## src/hw/rtl/pip_pkg.sv

```systemverilog
// ----------------------------------------------------------------------------
// pip_pkg: shared definitions for the point-in-polygon tester
// Operation codes of the input channel and the control group that the
// sequencer drives into the crossing unit.
// ----------------------------------------------------------------------------
`default_nettype none

package pip_pkg;

  // Operation codes carried by in_op. The fourth code is ignored.
  localparam logic [1:0] OP_APPEND = 2'd0;
  localparam logic [1:0] OP_QUERY  = 2'd1;
  localparam logic [1:0] OP_CLEAR  = 2'd2;

  // Per-cycle commands for the crossing unit.
  typedef struct packed {
    logic load;        // capture edge operands from the current vertex pair
    logic mul_first;   // multiply row offset by edge x span
    logic mul_second;  // multiply point x offset by edge y span
  } pip_ctl_t;

endpackage

`default_nettype wire

```

## src/hw/rtl/pip_vstore.sv

```systemverilog
// ----------------------------------------------------------------------------
// pip_vstore: polygon vertex memory
// One write port and one read port with registered read data.
// ----------------------------------------------------------------------------
`default_nettype none

module pip_vstore #(
  parameter int DEPTH = 16,
  parameter int W     = 16,
  parameter int IW    = 4
) (
  input  wire logic                 clk,
  input  wire logic                 we,
  input  wire logic [IW-1:0]        waddr,
  input  wire logic signed [W-1:0]  wx,
  input  wire logic signed [W-1:0]  wy,
  input  wire logic [IW-1:0]        raddr,
  output logic signed [W-1:0]       rx,
  output logic signed [W-1:0]       ry
);

  logic signed [W-1:0] mem_x [DEPTH];
  logic signed [W-1:0] mem_y [DEPTH];

  always_ff @(posedge clk) begin
    if (we) begin
      mem_x[waddr] <= wx;
      mem_y[waddr] <= wy;
    end
  end

  always_ff @(posedge clk) begin
    rx <= mem_x[raddr];
    ry <= mem_y[raddr];
  end

endmodule

`default_nettype wire

```

## src/hw/rtl/pip_cross.sv

```systemverilog
// ----------------------------------------------------------------------------
// pip_cross: edge crossing test with one shared multiplier
// Prepares the operands of one edge, forms both cross products one after
// the other on a single multiplier and compares them in the cycle after the second.
// ----------------------------------------------------------------------------
`default_nettype none

module pip_cross
  import pip_pkg::*;
#(
  parameter int W = 16
) (
  input  wire logic                clk,
  input  wire logic                rst_n,
  input  wire pip_ctl_t            ctl,
  input  wire logic signed [W-1:0] cur_x,
  input  wire logic signed [W-1:0] cur_y,
  input  wire logic signed [W-1:0] prev_x,
  input  wire logic signed [W-1:0] prev_y,
  input  wire logic signed [W-1:0] pt_x,
  input  wire logic signed [W-1:0] pt_y,
  output logic                     toggle
);

  localparam int EW = W + 1;
  localparam int PW = 2 * EW;

  logic signed [EW-1:0] xi_e, yi_e, xj_e, yj_e, px_e, py_e;
  logic signed [EW-1:0] a_raw, d_raw, a_adj, d_adj, dx, ex;
  logic                 spans, left, hit;

  logic signed [EW-1:0] a_r, d_r, dx_r, ex_r;
  logic                 hit_r, pend_r;
  logic signed [EW-1:0] mul_a, mul_b;
  logic signed [PW-1:0] prod;
  logic signed [PW-1:0] p1_r, p2_r;

  assign xi_e = {cur_x[W-1], cur_x};
  assign yi_e = {cur_y[W-1], cur_y};
  assign xj_e = {prev_x[W-1], prev_x};
  assign yj_e = {prev_y[W-1], prev_y};
  assign px_e = {pt_x[W-1], pt_x};
  assign py_e = {pt_y[W-1], pt_y};

  // The row crosses the edge when it lies strictly above one end and at or
  // below the other; one end must also sit at or left of the point.
  assign spans = ((cur_y < pt_y) && (prev_y >= pt_y)) ||
                 ((prev_y < pt_y) && (cur_y >= pt_y));
  assign left  = (cur_x <= pt_x) || (prev_x <= pt_x);
  assign hit   = spans && left;

  // Make the y span positive so the compare needs no sign flip.
  assign a_raw = py_e - yi_e;
  assign d_raw = yj_e - yi_e;
  assign a_adj = d_raw[EW-1] ? -a_raw : a_raw;
  assign d_adj = d_raw[EW-1] ? -d_raw : d_raw;
  assign dx    = xj_e - xi_e;
  assign ex    = px_e - xi_e;

  always_ff @(posedge clk) begin
    if (ctl.load) begin
      a_r  <= a_adj;
      d_r  <= d_adj;
      dx_r <= dx;
      ex_r <= ex;
    end
  end

  always_ff @(posedge clk) begin
    if (!rst_n) begin
      hit_r  <= 1'b0;
      pend_r <= 1'b0;
    end else begin
      if (ctl.load) begin
        hit_r <= hit;
      end
      pend_r <= ctl.mul_second && hit_r;
    end
  end

  assign mul_a = ctl.mul_second ? ex_r : a_r;
  assign mul_b = ctl.mul_second ? d_r  : dx_r;
  assign prod  = mul_a * mul_b;

  always_ff @(posedge clk) begin
    if (ctl.mul_first) begin
      p1_r <= prod;
    end
    if (ctl.mul_second) begin
      p2_r <= prod;
    end
  end

  // Crossing strictly left of the point.
  assign toggle = pend_r && (p1_r < p2_r);

endmodule

`default_nettype wire

```

## src/hw/rtl/point_in_polygon_even_odd.sv

```systemverilog
// ----------------------------------------------------------------------------
// point_in_polygon_even_odd: even-odd point-in-polygon tester
// Append and clear beats give no result beat.
// A query reads the last stored vertex, then walks each edge through
// operand setup and two products on the single shared multiplier and
// loads its result beat in a done state; an empty polygon skips the walk.
// Input stalls from query acceptance until its result is loaded.
// Synchronous active-low reset empties the polygon and clears the flag.
// ----------------------------------------------------------------------------
`default_nettype none

module point_in_polygon_even_odd
  import pip_pkg::*;
#(
  parameter int MAX_VERTICES = 16,
  parameter int COORD_WIDTH  = 16
) (
  input  wire logic                          clk,
  input  wire logic                          rst_n,
  input  wire logic                          in_valid,
  output logic                               in_stall,
  input  wire logic [1:0]                    in_op,
  input  wire logic signed [COORD_WIDTH-1:0] in_vertex_x,
  input  wire logic signed [COORD_WIDTH-1:0] in_vertex_y,
  input  wire logic signed [COORD_WIDTH-1:0] in_point_x,
  input  wire logic signed [COORD_WIDTH-1:0] in_point_y,
  output logic                               out_valid,
  input  wire logic                          out_stall,
  output logic                               out_inside_res,
  output logic                               out_truncated
);

  localparam int W  = COORD_WIDTH;
  localparam int CW = $clog2(MAX_VERTICES + 1);
  localparam int IW = $clog2(MAX_VERTICES);

  // The sequencer walks the edges in the order last-to-first, then each
  // later pair. The vertex read for the next edge is issued in the last
  // cycle of the current edge, so memory latency is hidden.
  typedef enum logic [2:0] {
    S_IDLE,
    S_PREV,
    S_EDGE,
    S_MUL1,
    S_MUL2,
    S_DONE
  } state_t;

  state_t              state_r, state_nxt;
  logic [CW-1:0]       count_r, count_nxt;
  logic                dropped_r, dropped_nxt;
  logic [IW-1:0]       idx_r, idx_nxt;
  logic                inside_r, inside_nxt;
  logic                out_valid_r, out_valid_nxt;
  logic                out_inside_r, out_inside_nxt;
  logic                out_trunc_r, out_trunc_nxt;
  logic signed [W-1:0] pt_x_r, pt_x_nxt;
  logic signed [W-1:0] pt_y_r, pt_y_nxt;
  logic signed [W-1:0] prev_x_r, prev_x_nxt;
  logic signed [W-1:0] prev_y_r, prev_y_nxt;

  logic                in_acc;
  logic                out_free;
  logic [CW-1:0]       last_idx;
  logic                is_last;
  logic                mem_we;
  logic [IW-1:0]       raddr;
  logic signed [W-1:0] rd_x, rd_y;
  pip_ctl_t            ctl;
  logic                toggle;

  assign in_stall = (state_r != S_IDLE);
  assign in_acc   = in_valid && !in_stall;
  assign out_free = !out_valid_r || !out_stall;
  assign last_idx = count_r - CW'(1);
  assign is_last  = (CW'(idx_r) == last_idx);

  // An append lands in the next free slot; a full store drops it.
  assign mem_we = in_acc && (in_op == OP_APPEND) && (count_r < CW'(MAX_VERTICES));

  pip_vstore #(
    .DEPTH (MAX_VERTICES),
    .W     (W),
    .IW    (IW)
  ) u_vstore (
    .clk   (clk),
    .we    (mem_we),
    .waddr (count_r[IW-1:0]),
    .wx    (in_vertex_x),
    .wy    (in_vertex_y),
    .raddr (raddr),
    .rx    (rd_x),
    .ry    (rd_y)
  );

  pip_cross #(
    .W (W)
  ) u_cross (
    .clk    (clk),
    .rst_n  (rst_n),
    .ctl    (ctl),
    .cur_x  (rd_x),
    .cur_y  (rd_y),
    .prev_x (prev_x_r),
    .prev_y (prev_y_r),
    .pt_x   (pt_x_r),
    .pt_y   (pt_y_r),
    .toggle (toggle)
  );

  always_comb begin
    state_nxt      = state_r;
    count_nxt      = count_r;
    dropped_nxt    = dropped_r;
    idx_nxt        = idx_r;
    inside_nxt     = inside_r ^ toggle;
    out_valid_nxt  = out_valid_r && out_stall;
    out_inside_nxt = out_inside_r;
    out_trunc_nxt  = out_trunc_r;
    pt_x_nxt       = pt_x_r;
    pt_y_nxt       = pt_y_r;
    prev_x_nxt     = prev_x_r;
    prev_y_nxt     = prev_y_r;
    ctl            = '0;
    // While idle, keep the last vertex on the read port so a query can
    // start from it right away.
    raddr          = last_idx[IW-1:0];

    case (state_r)
      S_IDLE: begin
        if (in_acc) begin
          case (in_op)
            OP_APPEND: begin
              if (count_r < CW'(MAX_VERTICES)) begin
                count_nxt = count_r + CW'(1);
              end else begin
                dropped_nxt = 1'b1;
              end
            end
            OP_QUERY: begin
              pt_x_nxt   = in_point_x;
              pt_y_nxt   = in_point_y;
              inside_nxt = 1'b0;
              idx_nxt    = '0;
              state_nxt  = (count_r == '0) ? S_DONE : S_PREV;
            end
            OP_CLEAR: begin
              count_nxt   = '0;
              dropped_nxt = 1'b0;
            end
            default: begin
            end
          endcase
        end
      end
      S_PREV: begin
        prev_x_nxt = rd_x;
        prev_y_nxt = rd_y;
        raddr      = '0;
        state_nxt  = S_EDGE;
      end
      S_EDGE: begin
        // The read port holds vertex idx; it becomes the trailing end of
        // the following edge.
        ctl.load   = 1'b1;
        prev_x_nxt = rd_x;
        prev_y_nxt = rd_y;
        state_nxt  = S_MUL1;
      end
      S_MUL1: begin
        ctl.mul_first = 1'b1;
        state_nxt     = S_MUL2;
      end
      S_MUL2: begin
        ctl.mul_second = 1'b1;
        raddr          = IW'(idx_r + IW'(1));
        if (is_last) begin
          state_nxt = S_DONE;
        end else begin
          idx_nxt   = IW'(idx_r + IW'(1));
          state_nxt = S_EDGE;
        end
      end
      S_DONE: begin
        // The last edge's toggle arrives in the first cycle here, so the
        // result is taken from the updated flag.
        if (out_free) begin
          out_valid_nxt  = 1'b1;
          out_inside_nxt = inside_nxt;
          out_trunc_nxt  = dropped_r;
          state_nxt      = S_IDLE;
        end
      end
      default: begin
        state_nxt = S_IDLE;
      end
    endcase
  end

  always_ff @(posedge clk) begin
    if (!rst_n) begin
      state_r     <= S_IDLE;
      count_r     <= '0;
      dropped_r   <= 1'b0;
      idx_r       <= '0;
      inside_r    <= 1'b0;
      out_valid_r <= 1'b0;
    end else begin
      state_r     <= state_nxt;
      count_r     <= count_nxt;
      dropped_r   <= dropped_nxt;
      idx_r       <= idx_nxt;
      inside_r    <= inside_nxt;
      out_valid_r <= out_valid_nxt;
    end
  end

  always_ff @(posedge clk) begin
    out_inside_r <= out_inside_nxt;
    out_trunc_r  <= out_trunc_nxt;
    pt_x_r       <= pt_x_nxt;
    pt_y_r       <= pt_y_nxt;
    prev_x_r     <= prev_x_nxt;
    prev_y_r     <= prev_y_nxt;
  end

  assign out_valid      = out_valid_r;
  assign out_inside_res = out_inside_r;
  assign out_truncated  = out_trunc_r;

  // A result beat is only ever raised by the final state of a query.
  a_result_from_done: assert property (@(posedge clk) disable iff (!rst_n)
    $rose(out_valid_r) |-> $past(state_r == S_DONE))
    else $error("result raised outside of query completion");

  // The store never claims more vertices than it holds.
  a_count_bound: assert property (@(posedge clk) disable iff (!rst_n)
    count_r <= CW'(MAX_VERTICES))
    else $error("vertex count beyond capacity");

  // The edge walk only reads written entries.
  a_idx_in_range: assert property (@(posedge clk) disable iff (!rst_n)
    (state_r == S_EDGE) |-> (CW'(idx_r) < count_r))
    else $error("edge walk beyond stored vertices");

  // The overflow flag is set only by an append to a full store.
  a_drop_when_full: assert property (@(posedge clk) disable iff (!rst_n)
    $rose(dropped_r) |-> $past(count_r == CW'(MAX_VERTICES)))
    else $error("overflow flag set with room left");

endmodule

`default_nettype wire

```

## config.mk

```make
export PLATFORM = sky130hd
export DESIGN_NAME = point_in_polygon_even_odd
export DESIGN_NICKNAME = d
export VERILOG_FILES = /design/src/hw/rtl/pip_pkg.sv /design/src/hw/rtl/pip_vstore.sv /design/src/hw/rtl/pip_cross.sv /design/src/hw/rtl/point_in_polygon_even_odd.sv
export SDC_FILE = /design/constraint.sdc
export NUM_CORES = 2
export LEC_CHECK = 0
export BUFFER_PORTS_ARGS = -buffer_cell sky130_fd_sc_hd__clkbuf_2
export CAP_MARGIN = 25
export CORE_MARGIN = 4
export CORE_UTILIZATION = 55
export CTS_BUF_LIST = sky130_fd_sc_hd__clkbuf_8
export DETAILED_ROUTE_END_ITERATION = 10
export HOLD_SLACK_MARGIN = 0.1
export MAX_ROUTING_LAYER = met4
export PLACE_DENSITY = 0.68
export SLEW_MARGIN = 20
export SYNTH_ARGS = -nofsm -noshare
export SYNTH_HDL_FRONTEND = slang
export SYNTH_HIERARCHICAL = 1
export SYNTH_SLANG_ARGS = --single-unit
```

## constraint.sdc

```tcl
create_clock -name clk -period 11 [get_ports clk]
set_input_delay 1.65 -clock clk [delete_from_list [all_inputs] [get_ports clk]]
set_output_delay 1.65 -clock clk [all_outputs]
set_load 0.05 [all_outputs]
```

==> impl_metrics.csv <==
group,metric,value,unit
setup_path,r2r_end,"u_cross/p2_r[33]",
cells_and_area,nets,3927,
timing,fin_crit_sh,0.798,
drt,drtIter0Drc,1831,
placed_design,gp_congestion,0.996,
cells_and_area,final_layout_size_suffix_gt1_frac,0.143,
run,drv_cap,0,
logic_synthesis,ys_async_sr_fraction,0,
floorplan,coreArea,77800,um^2
logic_synthesis,synth-edff-count,714,
setup_path,slowest_stage,"mux2i_1",
setup_path,rr_startpoint,"state_r[2]",
hold_path,hold_depth,0,
floorplan,die_height,289,um
logic_synthesis,ys_seq_elements,763,
logic_synthesis,yosys_warnings,6,
clock_network,root_buffer,"clkbuf_8",
global_route,grt_pass1_vias,27100,
clock_network,postCtsHoldBufs,0,
placed_design,place_area,45300,um^2
drt,wirelength,100,mm
placed_design,pre_cts_ws,2.28,ns
floorplan,die_w,289,um
cells_and_area,final_core_util,0.614,
clock_network,cts_setup_buffers,0,
timing,worst_slew_pin_slew,0.957,ns
clock_network,clkLatencyLatePin,0.77,ns
placed_design,dp_hpwl,69.4,mm
timing,fin_worst_skew,0.0712,ns
clock_network,cts.sinks,763,
drt,routedWlPerCell,22.3,um
setup_path,worstSetupPathType,"reg2reg",
timing,finalSetupViolations,0,
global_route,antenna_found_initial,3,
clock_network,clockBufferDepth,3,
setup_path,cp.depth,24,
drt,avgViaCountPerCell,5.75,
timing,max-slew-margin-rel,0.344,
global_route,overflow,0,
global_route,grt_util_all_layers,0.251,
logic_synthesis,yosysSeqAreaShare,0.516,
setup_path,worstSetupStartpoint,"state_r[2]",
timing,period_needed,8.78,ns
placed_design,port-buffer-count,73,
logic_synthesis,synthesis.instances,3178,
timing,grt_setup_unrepaired,"no",
hold_path,hold_class,"reg2reg",
setup_path,cp_common_cell,"fa_1",
timing,worst_slack,2.22,ns
drt,routed-via-count,25800,
logic_synthesis,syn-num-nets,3769,
clock_network,cts-resized-gates,0,
setup_path,cp_num_buf_inv,5,
logic_synthesis,synth_flop_cell,"edfxtp_1",
global_route,grt_pass1_wl,155,mm
setup_path,crit_fanout,58,
setup_path,r2r_cells,24,
timing,slew_violations,0,
setup_path,cp_slowest_stage_delay,0.86,ns
setup_path,worst_ep_required_time,11.44,ns
logic_synthesis,syn_avg_cell_area,13.7,um^2
setup_path,r2r_setup_slack,2.22,ns
global_route,grt_max_degree,71,
drt,ant_nets,0,
cells_and_area,syn2layout_area_growth,9.83,%
setup_path,endpoint,"u_cross/p2_r[33]",
drt,drc,0,
clock_network,h-tree-depth,3,
logic_synthesis,synth_cell_types,82,
setup_path,worstSetupEndpointType,"flip-flop",
floorplan,start_util,0.559,
logic_synthesis,syn_area,43500,um^2
drt,drtPass1Iterations,9,
floorplan,rows,102,
setup_path,crit_chain,"nand2_1 -> inv_4 -> mux2i_1 -> nor2_1 -> fa_1 -> inv_1 -> fa_1 -> fa_1 -> fa_1 -> inv_1 -> fa_1 -> inv_1 -> fa_1 -> inv_1 -> ha_1 -> a21o_1 -> a21o_1 -> a2111o_1 -> a21oi_1 -> o31a_1 -> o21ai_1 -> a311o_1 -> a21oi_1 -> xnor2_1",
floorplan,io-pin-count,74,
setup_path,crit_family,"adder cells",
clock_network,cts_tree,"yes",
clock_network,path_clk_slew,0.06,ns
floorplan,dieArea,83600,um^2
timing,final-hold-violation-count,0,
outcome,status,"finished, final reports clean",
hold_path,min-delay-start,"u_vstore/ry[12]",
timing,tns,0,ns
cells_and_area,final_area,47800,um^2
timing,fmax,114,MHz
setup_path,cp.arrival,9.22,ns
setup_path,cp-start-kind,"flip-flop",
clock_network,cts_buffers,118,
-- per-stage QoR --
step	hold WS [ns]	instances
3_3_place_gp	0.415	4253
5_1_grt	0.438	4483
2_1_floorplan	0.408	3178
4_1_cts	0.433	4478
3_5_place_dp	0.416	4253
6_report	0.426	4483
-- cells by family (layout without fill, tap and decap cells) --
group	count (synthesis)	count (layout)	synth area share
other	0	2	0
AOI/OAI and AO/OA	392	392	0.0604
muxes	191	191	0.0815
xor gates and xnor gates	117	117	0.0242
DFF	763	763	0.516
buffers and inverters	532	795	0.0472
and+or+nand+nor	662	662	0.0694
adders and majority gates	521	521	0.202
-- synthesized netlist by cell type (9+ instances only) --
cell,count,share of area
o21ai_1,12,0.0014
a21o_1,44,0.0076
nand3b_1,9,0.0016
or3_1,9,0.0013
dfxtp_1,49,0.023
buf_2,10,0.0012
a22oi_1,66,0.011
nor3_1,37,0.0043
or2_2,15,0.0022
xor2_1,33,0.0066
inv_1,450,0.039
edfxtp_1,714,0.49
a211oi_1,10,0.0017
nand3_1,28,0.0032
nor2b_1,20,0.0029
o21a_1,19,0.0033
a31oi_1,12,0.0017
xnor2_1,82,0.017
nand4_1,18,0.0026
nor2_1,253,0.022
mux4_2,128,0.066
mux2_2,25,0.0065
and3_1,11,0.0016
buf_4,9,0.0016
mux2i_1,38,0.0087
ha_1,221,0.064
buf_1,14,0.0012
fa_1,300,0.14
a21oi_1,97,0.011
o21ai_0,53,0.0061
nand2_1,200,0.017
nand2b_1,27,0.0039
clkbuf_1,45,0.0039
-- cells in the final DEF (no fill, tap or decap), types with 17 or more instances in the layout --
cell / netlist / layout
nor2_1: 253 / 238
o21a_1: 19 / 19
dfxtp_1: 49 / 49
nand2b_1: 27 / 27
clkinv_2: 0 / 17
clkinv_1: 1 / 22
nor3_1: 37 / 33
nor2b_1: 20 / 18
fa_1: 300 / 300
a21o_1: 44 / 44
clkbuf_2: 2 / 73
a21oi_1: 97 / 97
nand4_1: 18 / 18
clkbuf_8: 0 / 133
edfxtp_1: 714 / 714
inv_1: 450 / 492
o21ai_0: 53 / 52
a22oi_1: 66 / 66
mux4_2: 128 / 128
xnor2_1: 82 / 82
xor2_1: 33 / 33
nand2_1: 200 / 200
mux2i_1: 38 / 38
mux2_2: 25 / 25
buf_4: 9 / 43
ha_1: 221 / 221
nand3_1: 28 / 28
-- worst min-delay path by stage --
stage | endpoint
global route | prev_x_r[11]
CTS | prev_y_r[14]
finish | prev_y_r[12]
floorplan | prev_x_r[10]
global placement | prev_x_r[11]
detailed placement | prev_y_r[14]
-- layout make-up --
class	count	area, um^2
fill	5866	30100
clock buffer	133	1830
tap	1040	1300
multi-input combinational	1883	19200
antenna	2	5.00
timing repair buffer	119	741
inverter	451	1700
sequential	763	22400
clock inverter	92	574
-- flip-flops by register name, summed over array words and instances, names as in the netlist, 17 cells and up --
name and count:
u_cross/d_r 17, u_vstore/mem_y 256, u_cross/ex_r 17, u_vstore/mem_x 256
u_cross/p1_r 34, u_cross/a_r 17, u_cross/dx_r 17, u_cross/p2_r 34
-- routing by layer --
| layer | up-vias | track usage | share of wire |
|---|---|---|---|
| met5 | - | - | 0 |
| met4 | 0 | 0.0918 | 0.039 |
| met2 | 930 | 0.415 | 0.49 |
| met3 | 231 | 0.0402 | 0.065 |
| li1 | 11600 | - | - |
| met1 | 13000 | 0.318 | 0.40 |
Power is not shown: default switching activity piles up to over one toggle a cycle in this logic, so the estimate is an artifact.
